### src/design/smsp_pkg.sv
`timescale 1ns / 1ps

package smsp_pkg;

	localparam int KEY_W = 64;

	typedef logic [1:0] action_t;
	typedef logic [1:0] status_t;
	typedef logic signed [KEY_W-1:0] key_t;

	localparam action_t ACT_SUCC   = 2'd0;
	localparam action_t ACT_PRED   = 2'd1;
	localparam action_t ACT_INSERT = 2'd2;
	localparam action_t ACT_ERASE  = 2'd3;

	localparam status_t ST_OK     = 2'd0;
	localparam status_t ST_NONE   = 2'd1;
	localparam status_t ST_FULL   = 2'd2;
	localparam status_t ST_ABSENT = 2'd3;

	// Commands broadcast from the sequencer to every cell of the row.
	typedef struct packed {
		logic cmp;
		logic ins;
		logic del;
		logic succ;
		logic pred;
	} cell_ctrl_t;

endpackage

### src/design/smsp_cell.sv
`timescale 1ns / 1ps

module smsp_cell (
	input  logic                clk,
	input  smsp_pkg::cell_ctrl_t ctrl,
	input  smsp_pkg::key_t      key_in,
	input  logic                occ,
	input  logic                left_le,
	input  logic                left_gt,
	input  smsp_pkg::key_t      left_key,
	input  logic                right_lt,
	input  smsp_pkg::key_t      right_key,
	output smsp_pkg::key_t      key_q,
	output logic                lt_q,
	output logic                gt_q,
	output logic                le,
	output logic                eq,
	output smsp_pkg::key_t      pick_key
);
	import smsp_pkg::*;

	logic occ_q;
	logic pick;

	assign le = occ_q && !gt_q;
	assign eq = occ_q && !gt_q && !lt_q;

	// A successor sits at the first cell above the key, a predecessor at the
	// last cell below it.
	assign pick = (ctrl.succ && gt_q && !left_gt) || (ctrl.pred && lt_q && !right_lt);
	assign pick_key = pick ? key_q : '0;

	always_ff @(posedge clk) begin
		if (ctrl.cmp) begin
			occ_q <= occ;
			lt_q  <= occ && (key_q < key_in);
			gt_q  <= occ && (key_q > key_in);
		end
	end

	always_ff @(posedge clk) begin
		if (ctrl.ins && !le) begin
			key_q <= left_le ? key_in : left_key;
		end else if (ctrl.del && !lt_q) begin
			key_q <= right_key;
		end
	end

endmodule

### config.mk
export PLATFORM = sky130hd
export DESIGN_NAME = smsp_cell
export DESIGN_NICKNAME = d
export VERILOG_FILES = /design/src/design/smsp_pkg.sv /design/src/design/smsp_cell.sv
export SDC_FILE = /design/constraint.sdc
export NUM_CORES = 1
export LEC_CHECK = 0
export ABC_CLOCK_PERIOD_IN_PS = 11100
export BUFFER_PORTS_ARGS = -buffer_cell sky130_fd_sc_hd__buf_4
export CELL_PAD_IN_SITES_DETAIL_PLACEMENT = 0
export CELL_PAD_IN_SITES_GLOBAL_PLACEMENT = 1
export CORE_ASPECT_RATIO = 0.9
export CORE_UTILIZATION = 34
export CTS_BUF_LIST = sky130_fd_sc_hd__clkbuf_8
export DETAILED_ROUTE_END_ITERATION = 12
export PLACE_DENSITY = 0.89
export SYNTH_ARGS = -nofsm -noshare
export SYNTH_HDL_FRONTEND = slang
export SYNTH_SLANG_ARGS = --single-unit
### constraint.sdc
create_clock -name clk -period 11.1 [get_ports clk]
set_input_delay 1.11 -clock clk [delete_from_list [all_inputs] [get_ports clk]]
set_output_delay 1.11 -clock clk [all_outputs]
set_load 0.005 [all_outputs]
==> metrics.md, run 1 <==
| Metric | Value |
|---|---|
| Cts-stage hold buffer count | 0 |
| Startpoint types | input port |
| Post-synth EDFFs | 67 |
| Status | completed |
| Final setup TNS | 0 ns |
| Starting density of the core | 34.97% |
| Fin nets | 1182 |
| DP HPWL | 14220 um |
| FFs w/ async S/R, synth | 0% |
| DP Worst Slack | 7.450 ns |
| Skew-Pair Late Insertion Delay | 0.35 ns |
| Drt pass-1 iters | 4 |
| Final Critical Period | 3.613 ns |
| RSZ-0062 raised after global routing | false |
| Overall Global Routing Usage | 21.51% |
| WP buf/inv | 3 |
| Die area | 16390 um2 |
| Wire per inst | 15.88 um |
| Reg2reg setup slack | 8.44 ns |
| CTS Root Cell | clkbuf_8 |
| Sink Count | 67 |
| Unique masters post-synth | 35 |
| Share of layout cells above drive strength 1 | 38.59% |
| Post-synth top area cell | edfxtp_1 |
| Crit path arrival time | 2.50 ns |
| Core area | 15440 um2 |
| Cells after synthesis | 595 |
| Mapped Area | 5400 um2 |
| Worst-Margin Slew | 0.9930 ns |
| Final setup vio count | 0 |
| Routed Antenna Nets | 0 |
| Fin. Hold Viols | 0 |
| Leak pwr | 4.323 nW |
| I/O pin count | 334 |
| CP Class | in2out |
| Layout area overhead | 53.48% |
| DR vias | 5349 |
| WHS | 0.9502 ns |
| Synth top area share | 37.26% |
| Placer Congestion | 0.7952 |
| Slowest-stage cell, CP | o22ai_4 |
| H-tree levels | 3 |
| Setup Skew | 0.006900 ns |
| Max Root-Sink Buffers | 2 |
| Worst VDD drop | 50.78 uV |
| Synth area leaders | edfxtp_1 37%, ha_1 15%, mux2i_1 12%, and2_1 7.4%, o21ai_0 6.7% |
| First-pass GRT wire length | 26920 um |
| Cell Pwr Density | 101.9 nW/um2 |
| Final routed DRC violation total | 0 |
| First DRT Iteration DRCs | 131 |
| Routed wire length | 17820 um |
| Port Buffers | 333 |
| Seq cells post-synth | 67 |
| CP most frequent cell | buf_4 |
| Crit end category | output port |
| Max FO, Critical Path | 40 |
| Max Fclk | 276.8 MHz |
| TritonCTS clock tree | done |
| Ys flop type | edfxtp_1 |
| Largest net degree at the start of global routing | 95 |
| Initial antenna violation count | 0 |
| Clock input transition at the sequential cells of the worst setup and hold paths | 0.07 ns |
| Die height | 121.6 um |
| YS warnings | 0 |
| CP top delay family | buffers and inverters |
| CTS buffer count | 9 |
| Number of global-route vias before repair | 5210 |
| Antenna Cells | 0 |
| Crit path cell chain | buf_4 -> nand2_1 -> o22ai_4 -> buf_4 -> and2_1 -> buf_4 |
| Final Worst Setup Slack | 7.487 ns |
| Final Max Slew Viols | 0 |
| Fillers | 1502 |
| CP required | 9.99 ns |
| Rel. slew slack | 33.55% |
| CP max stage delay | 0.49 ns |
| Syn_area_per_cell | 9.076 um2 |
| Setup bufs post-CTS | 0 |
| Via density | 4.767 |
| Overflow after GRT | 0 |
| Die Width | 134.8 um |
| Rows | 43 |
| Max-cap violations | 0 |
| CTS resizes | 0 |
| Final Cycle Share | 32.55% |
| Sequential fraction of the synthesis area | 37.26% |
| Post-Synthesis Net Count | 861 |
| Worst min path class | in2reg |
layout make-up:
type / instances / area [um2] / share of cell area (%)
multi-input cells: 433 / 3063 / 36.96
repair buffers: 337 / 2530 / 30.53
flip-flops and latches: 67 / 2012 / 24.28
inverters: 68 / 255.2 / 3.080
well taps: 202 / 252.7 / 3.050
clock buffers: 9 / 123.9 / 1.495
clock inverters: 6 / 51.30 / 0.6190
flip-flops by register name, summed over array words and instances, names as in the netlist:
name	flops
occ_q	1
gt_q	1
lt_q	1
key_q	64
synthesized netlist by cell type (all sizes together), types with 2 or more instances:
master and instances:
nand2 88, o21ai 74, inv 68, edfxtp 67, and2 64, ha 64, mux2i 64, a21oi 24
clkbuf 20, nand4 10, nor2 8, buf 7, nand3 5, nor4 4, a221oi 3, and4 3
o21a 3, a211oi 2, a21o 2, nor2b 2, nor3 2, o211ai 2
report_power, final:
part / switching (mW) / internal (mW) / total [mW] / leakage, nW
clock: 0.0988 / 0.0995 / 0.198 / 0.103
sequential: 0.0300 / 0.322 / 0.352 / 0.670
combinational: 0.132 / 0.163 / 0.295 / 3.55
path summary, 6_finish.rpt:
path / startpoint / end / cells past startpoint
max: ctrl[0] / pick_key[44] / 6
min: occ / occ_q / 1
max reg2reg: key_q[62] / gt_q / 8
min reg2reg: occ_q / key_q[42] / 4
layer usage:
layer | track usage, % | up-vias | part of all wire (%)
li1 | - | 2720 | -
met1 | 25.10 | 2394 | 40
met2 | 38.85 | 220 | 50
met3 | 6.076 | 15 | 8.4
met4 | 4.986 | 0 | 1.2
met5 | 0 | - | 0
cells in the final DEF, fill, tap and decap left out, types with 2 or more instances in the layout:
| cell type | count |
|---|---|
| a211oi_1 | 2 |
| a21o_1 | 2 |
| a21oi_1 | 22 |
| a21oi_2 | 2 |
| a221oi_1 | 3 |
| and2_1 | 64 |
| and4_1 | 3 |
| buf_4 | 337 |
| clkbuf_8 | 9 |
| clkinv_2 | 2 |
| edfxtp_1 | 67 |
| ha_1 | 64 |
| inv_1 | 71 |
| mux2i_1 | 64 |
| nand2_1 | 87 |
| nand3_1 | 5 |
| nand4_1 | 10 |
| nor2_1 | 8 |
| nor2b_1 | 2 |
| nor3_1 | 2 |
| nor4_1 | 3 |
| o211ai_1 | 2 |
| o21a_1 | 3 |
| o21ai_0 | 71 |
| o21ai_1 | 2 |
cell families after synthesis:
kind of cell	count (synthesis)	synth area share, %
AOI/OAI and AO/OA	116	11.82
buffers and inverters	95	6.626
DFF	67	37.26
and+or+nand+nor	189	17.61
adders and majority gates	64	14.83
muxes	64	11.86
stage by stage:
| stage | area [um2] | power (mW) | util, % | instances |
|---|---|---|---|---|
| 4_1_cts | 8288 | 0.8574 | 53.67 | 1122 |
| 6_report | 8288 | 0.8449 | 53.67 | 1122 |
| 3_3_place_gp | 8113 | 0.6507 | 52.54 | 1107 |
| 5_1_grt | 8288 | 0.9009 | 53.67 | 1122 |
| 2_1_floorplan | 5400 | 0.4856 | - | 595 |
| 3_5_place_dp | 8113 | 0.6562 | 52.54 | 1107 |
Note: power is estimated with default switching activity, not from simulation.
==> inputs of run 2 (changes only) <==
--- a/config.mk
+++ b/config.mk
@@ -5,15 +5,15 @@
 export SDC_FILE = /design/constraint.sdc
 export NUM_CORES = 1
 export LEC_CHECK = 0
-export ABC_CLOCK_PERIOD_IN_PS = 11100
+export ABC_CLOCK_PERIOD_IN_PS = 3600
 export BUFFER_PORTS_ARGS = -buffer_cell sky130_fd_sc_hd__buf_4
 export CELL_PAD_IN_SITES_DETAIL_PLACEMENT = 0
 export CELL_PAD_IN_SITES_GLOBAL_PLACEMENT = 1
 export CORE_ASPECT_RATIO = 0.9
-export CORE_UTILIZATION = 34
+export CORE_UTILIZATION = 31
 export CTS_BUF_LIST = sky130_fd_sc_hd__clkbuf_8
 export DETAILED_ROUTE_END_ITERATION = 12
-export PLACE_DENSITY = 0.89
+export PLACE_DENSITY = 0.82
 export SYNTH_ARGS = -nofsm -noshare
 export SYNTH_HDL_FRONTEND = slang
 export SYNTH_SLANG_ARGS = --single-unit
==> constraint.sdc (replaced) <==
create_clock -name clk -period 3.6 [get_ports clk]
set_input_delay 0.36 -clock clk [delete_from_list [all_inputs] [get_ports clk]]
set_output_delay 0.36 -clock clk [all_outputs]
set_load 0.005 [all_outputs]
==> metrics.md, run 2 (same netlist as run 1, synthesis figures left out) <==
| Metric | Value |
|---|---|
| GRT met2 Usage | 36.17% (was 38.85%) |
| Crit path arrival time | 2.87 ns (was 2.50 ns) |
| Worst min path class | in2reg (unchanged) |
| CTS buffer count | 9 (unchanged) |
| TritonCTS clock tree | done (unchanged) |
| Rows | 45 (was 43) |
| First-pass GRT wire length | 27370 um (was 26920 um) |
| Slowest-stage cell, CP | nor4_1 (was o22ai_4) |
| Fin nets | 1184 (was 1182) |
| Starting density of the core | 31.86% (was 34.97%) |
| Max-cap violations | 0 (unchanged) |
| Clock input transition at the sequential cells of the worst setup and hold paths | 0.08 ns (was 0.07 ns) |
| CTS resizes | 0 (unchanged) |
| Cell Pwr Density | 314.7 nW/um2 (was 101.9 nW/um2) |
| WHS | 0.2000 ns (was 0.9502 ns) |
| Final Cycle Share | 76.36% |
| I/O pin count | 334 (unchanged) |
| Crit path cell chain | ha_1 -> nand4_1 -> nor4_1 -> a221oi_1 -> o211ai_1 -> a211o_1 -> nor4_2 -> o21a_1 (was buf_4 -> nand2_1 -> o22ai_4 -> buf_4 -> and2_1 -> buf_4) |
| GR Util met3 | 5.772% (was 6.076%) |
| Most frequent cells in the layout | 338 x buf_4, 87 x nand2_1, 71 x o21ai_0, 68 x inv_1, 67 x edfxtp_1 (was 337 x buf_4, 87 x nand2_1, 71 x o21ai_0, 71 x inv_1, 67 x edfxtp_1) |
| Max Root-Sink Buffers | 2 (unchanged) |
| Core area | 16950 um2 (was 15440 um2) |
| Final Worst Setup Slack | 0.8510 ns (was 7.487 ns) |
| DP HPWL | 14780 um (was 14220 um) |
| Die height | 127.2 um (was 121.6 um) |
| Routed wire length | 18430 um (was 17820 um) |
| Grt met1 use | 23.58% (was 25.10%) |
| Startpoint types | flip-flop (was input port) |
| Drt pass-1 iters | 4 (unchanged) |
| Most common cell after layout, fill and taps aside | buf_4 (unchanged) |
| Biggest register | key_q (unchanged) |
| Number of global-route vias before repair | 5110 (was 5210) |
| Die Width | 141.1 um (was 134.8 um) |
| Setup bufs post-CTS | 0 (unchanged) |
| Fin. Hold Viols | 0 (unchanged) |
| CP Class | reg2reg (was in2out) |
| Placer Congestion | 0.7974 (was 0.7952) |
| Max Fclk | 363.8 MHz |
| Worst-Margin Slew | 1.200 ns (was 0.9930 ns) |
| Setup Skew | 0.01063 ns (was 0.006900 ns) |
| DP Worst Slack | 0.7868 ns (was 7.450 ns) |
| Overflow after GRT | 0 (unchanged) |
| Final Max Slew Viols | 0 (unchanged) |
| CTS Root Cell | clkbuf_8 (unchanged) |
| WP buf/inv | 0 (was 3) |
| Sink Count | 67 (unchanged) |
| Layout area overhead | 54.94% (was 53.48%) |
| Crit end category | flip-flop (was output port) |
| First DRT Iteration DRCs | 160 (was 131) |
| Worst VDD drop | 165.9 uV (was 50.78 uV) |
| Overall Global Routing Usage | 20.21% (was 21.51%) |
| Final setup vio count | 0 (unchanged) |
| Via density | 4.533 (was 4.767) |
| Share of layout cells above drive strength 1 | 38.79% (was 38.59%) |
| Leak pwr | 4.326 nW (was 4.323 nW) |
| Port Buffers | 333 (unchanged) |
| Status | completed (unchanged) |
| Max FO, Critical Path | 3 (was 40) |
| Wire per inst | 15.91 um (was 15.88 um) |
| Rel. slew slack | 19.71% (was 33.55%) |
| Final setup TNS | 0 ns (unchanged) |
| DR vias | 5254 (was 5349) |
| Total power | 2.633 mW (was 844.9 uW) |
| Die area | 17950 um2 (was 16390 um2) |
| Cts-stage hold buffer count | 0 (unchanged) |
| Final routed DRC violation total | 0 (unchanged) |
| Final Critical Period | 2.749 ns |
| Initial antenna violation count | 1 (was 0) |
| Layout Utilization | 49.37% (was 53.67%) |
| H-tree levels | 3 (unchanged) |
| Largest net degree at the start of global routing | 49 (was 95) |
| CP required | 3.72 ns (was 9.99 ns) |
| Max reg flops | 64 (unchanged) |
| CP max stage delay | 0.71 ns (was 0.49 ns) |
| RSZ-0062 raised after global routing | false (unchanged) |
| Routed Antenna Nets | 0 (unchanged) |
| Skew-Pair Late Insertion Delay | 0.36 ns (was 0.35 ns) |
| Global route hottest layer | met2 (unchanged) |
| CP top delay family | simple AND/OR/NAND/NOR gates (was buffers and inverters) |
==> run 2: cell types whose count changed in the layout (fill, tap and decap cells not counted), sizes merged <==
cell / delta
clkinv: +3
buf: +2
diode: +1
clkinvlp: +1
inv: -3
==> run 2: power breakdown <==
group	internal, mW	total [mW]	switching [mW]
registers	0.992	1.08	0.0836
clock network	0.311	0.630	0.320
logic	0.506	0.928	0.422
==> run 2: final timing paths <==
kind	from	end	slack [ns]	cells past startpoint
max	key_q[46]	lt_q	0.85	8
max reg2reg	key_q[46]	lt_q	0.85	8
min	occ	occ_q	0.20	1
min reg2reg	key_q[62]	gt_q	0.93	3
==> run 2: area by class of cell <==
class,count,area (um2)
diodes,1,2.502
clock buffers,9,123.9
clock inverters,7,58.81
fillers,1710,8581
inverters,68,255.2
multi-input cells,433,3063
flip-flops and latches,67,2012
well taps,235,294.0
repair buffers,339,2557
==> run 2: stage by stage <==
| stage | instance area (um2) | cells |
|---|---|---|
| 2_1_floorplan | 5404 | 595 |
| 3_3_place_gp | 8182 | 1142 |
| 3_5_place_dp | 8182 | 1142 |
| 4_1_cts | 8364 | 1158 |
| 5_1_grt | 8364 | 1158 |
| 6_report | 8367 | 1159 |
==> run 2: per-layer routing <==
metal	share of wire (%)	up-vias
met5	0	-
met4	1.2	0
met3	7.4	12
met2	50	200
met1	41	2318
li1	-	2724
==> inputs of run 3 (changes only) <==
--- a/config.mk
+++ b/config.mk
@@ -5,7 +5,7 @@
 export SDC_FILE = /design/constraint.sdc
 export NUM_CORES = 1
 export LEC_CHECK = 0
-export ABC_CLOCK_PERIOD_IN_PS = 3600
+export ABC_CLOCK_PERIOD_IN_PS = 2550
 export BUFFER_PORTS_ARGS = -buffer_cell sky130_fd_sc_hd__buf_4
 export CELL_PAD_IN_SITES_DETAIL_PLACEMENT = 0
 export CELL_PAD_IN_SITES_GLOBAL_PLACEMENT = 1
==> constraint.sdc (replaced) <==
create_clock -name clk -period 2.55 [get_ports clk]
set_input_delay 0.255 -clock clk [delete_from_list [all_inputs] [get_ports clk]]
set_output_delay 0.255 -clock clk [all_outputs]
set_load 0.005 [all_outputs]
==> metrics.md, run 3 (same netlist as run 1, synthesis figures left out) <==
| Metric | Value |
|---|---|
| Largest net degree at the start of global routing | 65 (was 49) |
| Worst-Margin Slew | 0.5744 ns (was 1.200 ns) |
| Cell Pwr Density | 426.0 nW/um2 (was 314.7 nW/um2) |
| Max reg flops | 64 (unchanged) |
| CP Class | reg2reg (unchanged) |
| Crit path arrival time | 2.55 ns (was 2.87 ns) |
| Overall Global Routing Usage | 19.89% (was 20.21%) |
| Drt pass-1 iters | 4 (unchanged) |
| Share of layout cells above drive strength 1 | 40.28% (was 38.79%) |
| Overflow after GRT | 0 (unchanged) |
| DP HPWL | 14430 um (was 14780 um) |
| RSZ-0062 raised after global routing | false (unchanged) |
| Routed Antenna Nets | 0 (unchanged) |
| Crit end category | flip-flop (unchanged) |
| Rows | 45 (unchanged) |
| Max Root-Sink Buffers | 2 (unchanged) |
| Antenna Cells | 0 (was 1) |
| Post-route cell area | 8552 um2 (was 8367 um2) |
| Dpl cell area | 8304 um2 (was 8182 um2) |
| Most common cell after layout, fill and taps aside | buf_4 (unchanged) |
| CP required | 2.65 ns (was 3.72 ns) |
| Placer Congestion | 0.8106 (was 0.7974) |
| Clock input transition at the sequential cells of the worst setup and hold paths | 0.08 ns (about the same) |
| Final Max Slew Viols | 0 (unchanged) |
| Core area | 16950 um2 (unchanged) |
| Final routed DRC violation total | 0 (unchanged) |
| Max-cap violations | 0 (unchanged) |
| Die height | 127.2 um (unchanged) |
| Die Width | 141.1 um (unchanged) |
| Routed wire length | 18050 um (was 18430 um) |
| Sink Count | 67 (unchanged) |
| DP Worst Slack | -0.1999 ns (was 0.7868 ns) |
| Fin nets | 1202 (was 1184) |
| Via density | 4.598 (was 4.533) |
| Max FO, Critical Path | 3 (unchanged) |
| CTS Root Cell | clkbuf_8 (unchanged) |
| Final Critical Period | 2.449 ns (was 2.749 ns) |
| Biggest register | key_q (unchanged) |
| Leak pwr | 4.441 nW (was 4.326 nW) |
| Wire per inst | 15.35 um (was 15.91 um) |
| Setup Skew | 0.008874 ns (was 0.01063 ns) |
| CTS buffer count | 9 (unchanged) |
| Startpoint types | flip-flop (unchanged) |
| Final Worst Setup Slack | 0.1012 ns (was 0.8510 ns) |
| TritonCTS clock tree | done (unchanged) |
| Layout Utilization | 50.46% (was 49.37%) |
| Skew-Pair Late Insertion Delay | 0.35 ns (was 0.36 ns) |
| First DRT Iteration DRCs | 134 (was 160) |
| Worst min path class | in2reg (unchanged) |
| Starting density of the core | 31.86% (unchanged) |
| DR vias | 5407 (was 5254) |
| Worst VDD drop | 189.0 uV (was 165.9 uV) |
| Die area | 17950 um2 (unchanged) |
| I/O pin count | 334 (unchanged) |
| Layout area overhead | 58.36% (was 54.94%) |
| Initial antenna violation count | 0 (was 1) |
| Number of global-route vias before repair | 5303 (was 5110) |
| Max Fclk | 408.4 MHz (was 363.8 MHz) |
| Most frequent cells in the layout | 354 x buf_4, 87 x nand2_1, 71 x inv_1, 70 x o21ai_0, 67 x edfxtp_1 (was 338 x buf_4, 87 x nand2_1, 71 x o21ai_0, 68 x inv_1, 67 x edfxtp_1) |
| WHS | 0.09464 ns (was 0.2000 ns) |
| Fin. Hold Viols | 0 (unchanged) |
| Rel. slew slack | 61.56% (was 19.71%) |
| First-pass GRT wire length | 27350 um (was 27370 um) |
| H-tree levels | 3 (unchanged) |
| Final Cycle Share | 96.03% (was 76.36%) |
| Port Buffers | 333 (unchanged) |
| Final setup vio count | 0 (unchanged) |
| Status | completed (unchanged) |
-- run 3: critical path, cell delays in order, from the launching register on --
cell and delay, ns:
edfxtp_1 0.43, ha_1 0.32, nand4_1 0.15, nor4_4 0.36
buf_4 0.19, nand4b_1 0.15, o21ai_1 0.17, a211o_1 0.17
nor4_2 0.06, o21a_1 0.19
-- run 3: report_power, final --
part	switching, mW	internal, mW	total (mW)
combinational	0.618	0.768	1.39
sequential	0.110	1.40	1.51
clock	0.416	0.333	0.748
total	1.14	2.50	3.64
-- run 3: layout make-up --
cell class / instances / area, um2
Fill cell: 1684 / 8396
Multi-Input combinational cell: 433 / 3120
Timing Repair Buffer: 357 / 2718
Sequential cell: 67 / 2012
Tap cell: 235 / 294.0
Inverter: 68 / 255.2
Clock buffer: 9 / 123.9
Clock inverter: 7 / 28.78
-- run 3: path summary, 6_finish.rpt --
| kind | start | to | slack (ns) | cells past startpoint |
|---|---|---|---|---|
| min | occ | occ_q | 0.09 | 1 |
| max reg2reg | key_q[50] | lt_q | 0.10 | 9 |
| max | key_q[50] | lt_q | 0.10 | 9 |
| min reg2reg | lt_q | key_q[5] | 0.91 | 1 |
-- run 3: per-layer routing --
metal  vias to the layer above  wire length (um)  GRT usage (%)
met4                         0               309          6.777
met3                        19              1187          4.010
met5                         -                 0              0
met2                       203              8964          35.61
li1                       2759                 -              -
met1                      2426              7588          23.68
-- run 3: stage by stage --
step | setup TNS, ns | cells | power, mW
CTS | 0 | 1171 | 3.685
global placement | -0.2823 | 1155 | 2.894
finish | 0 | 1176 | 3.643
detailed placement | -0.3581 | 1155 | 2.907
global route | 0 | 1176 | 3.903
floorplan | 0 | 595 | 2.102
-- run 3: what timing repair did --
item / 4_1_cts / 5_1_grt
buffers inserted: 0 / 5
endpoints found under the setup margin: 2 / 2
gates cloned: 0 / 0
pin swaps: 1 / 6
hold buffers: 0 / 0
gates resized for setup: 3 / 5
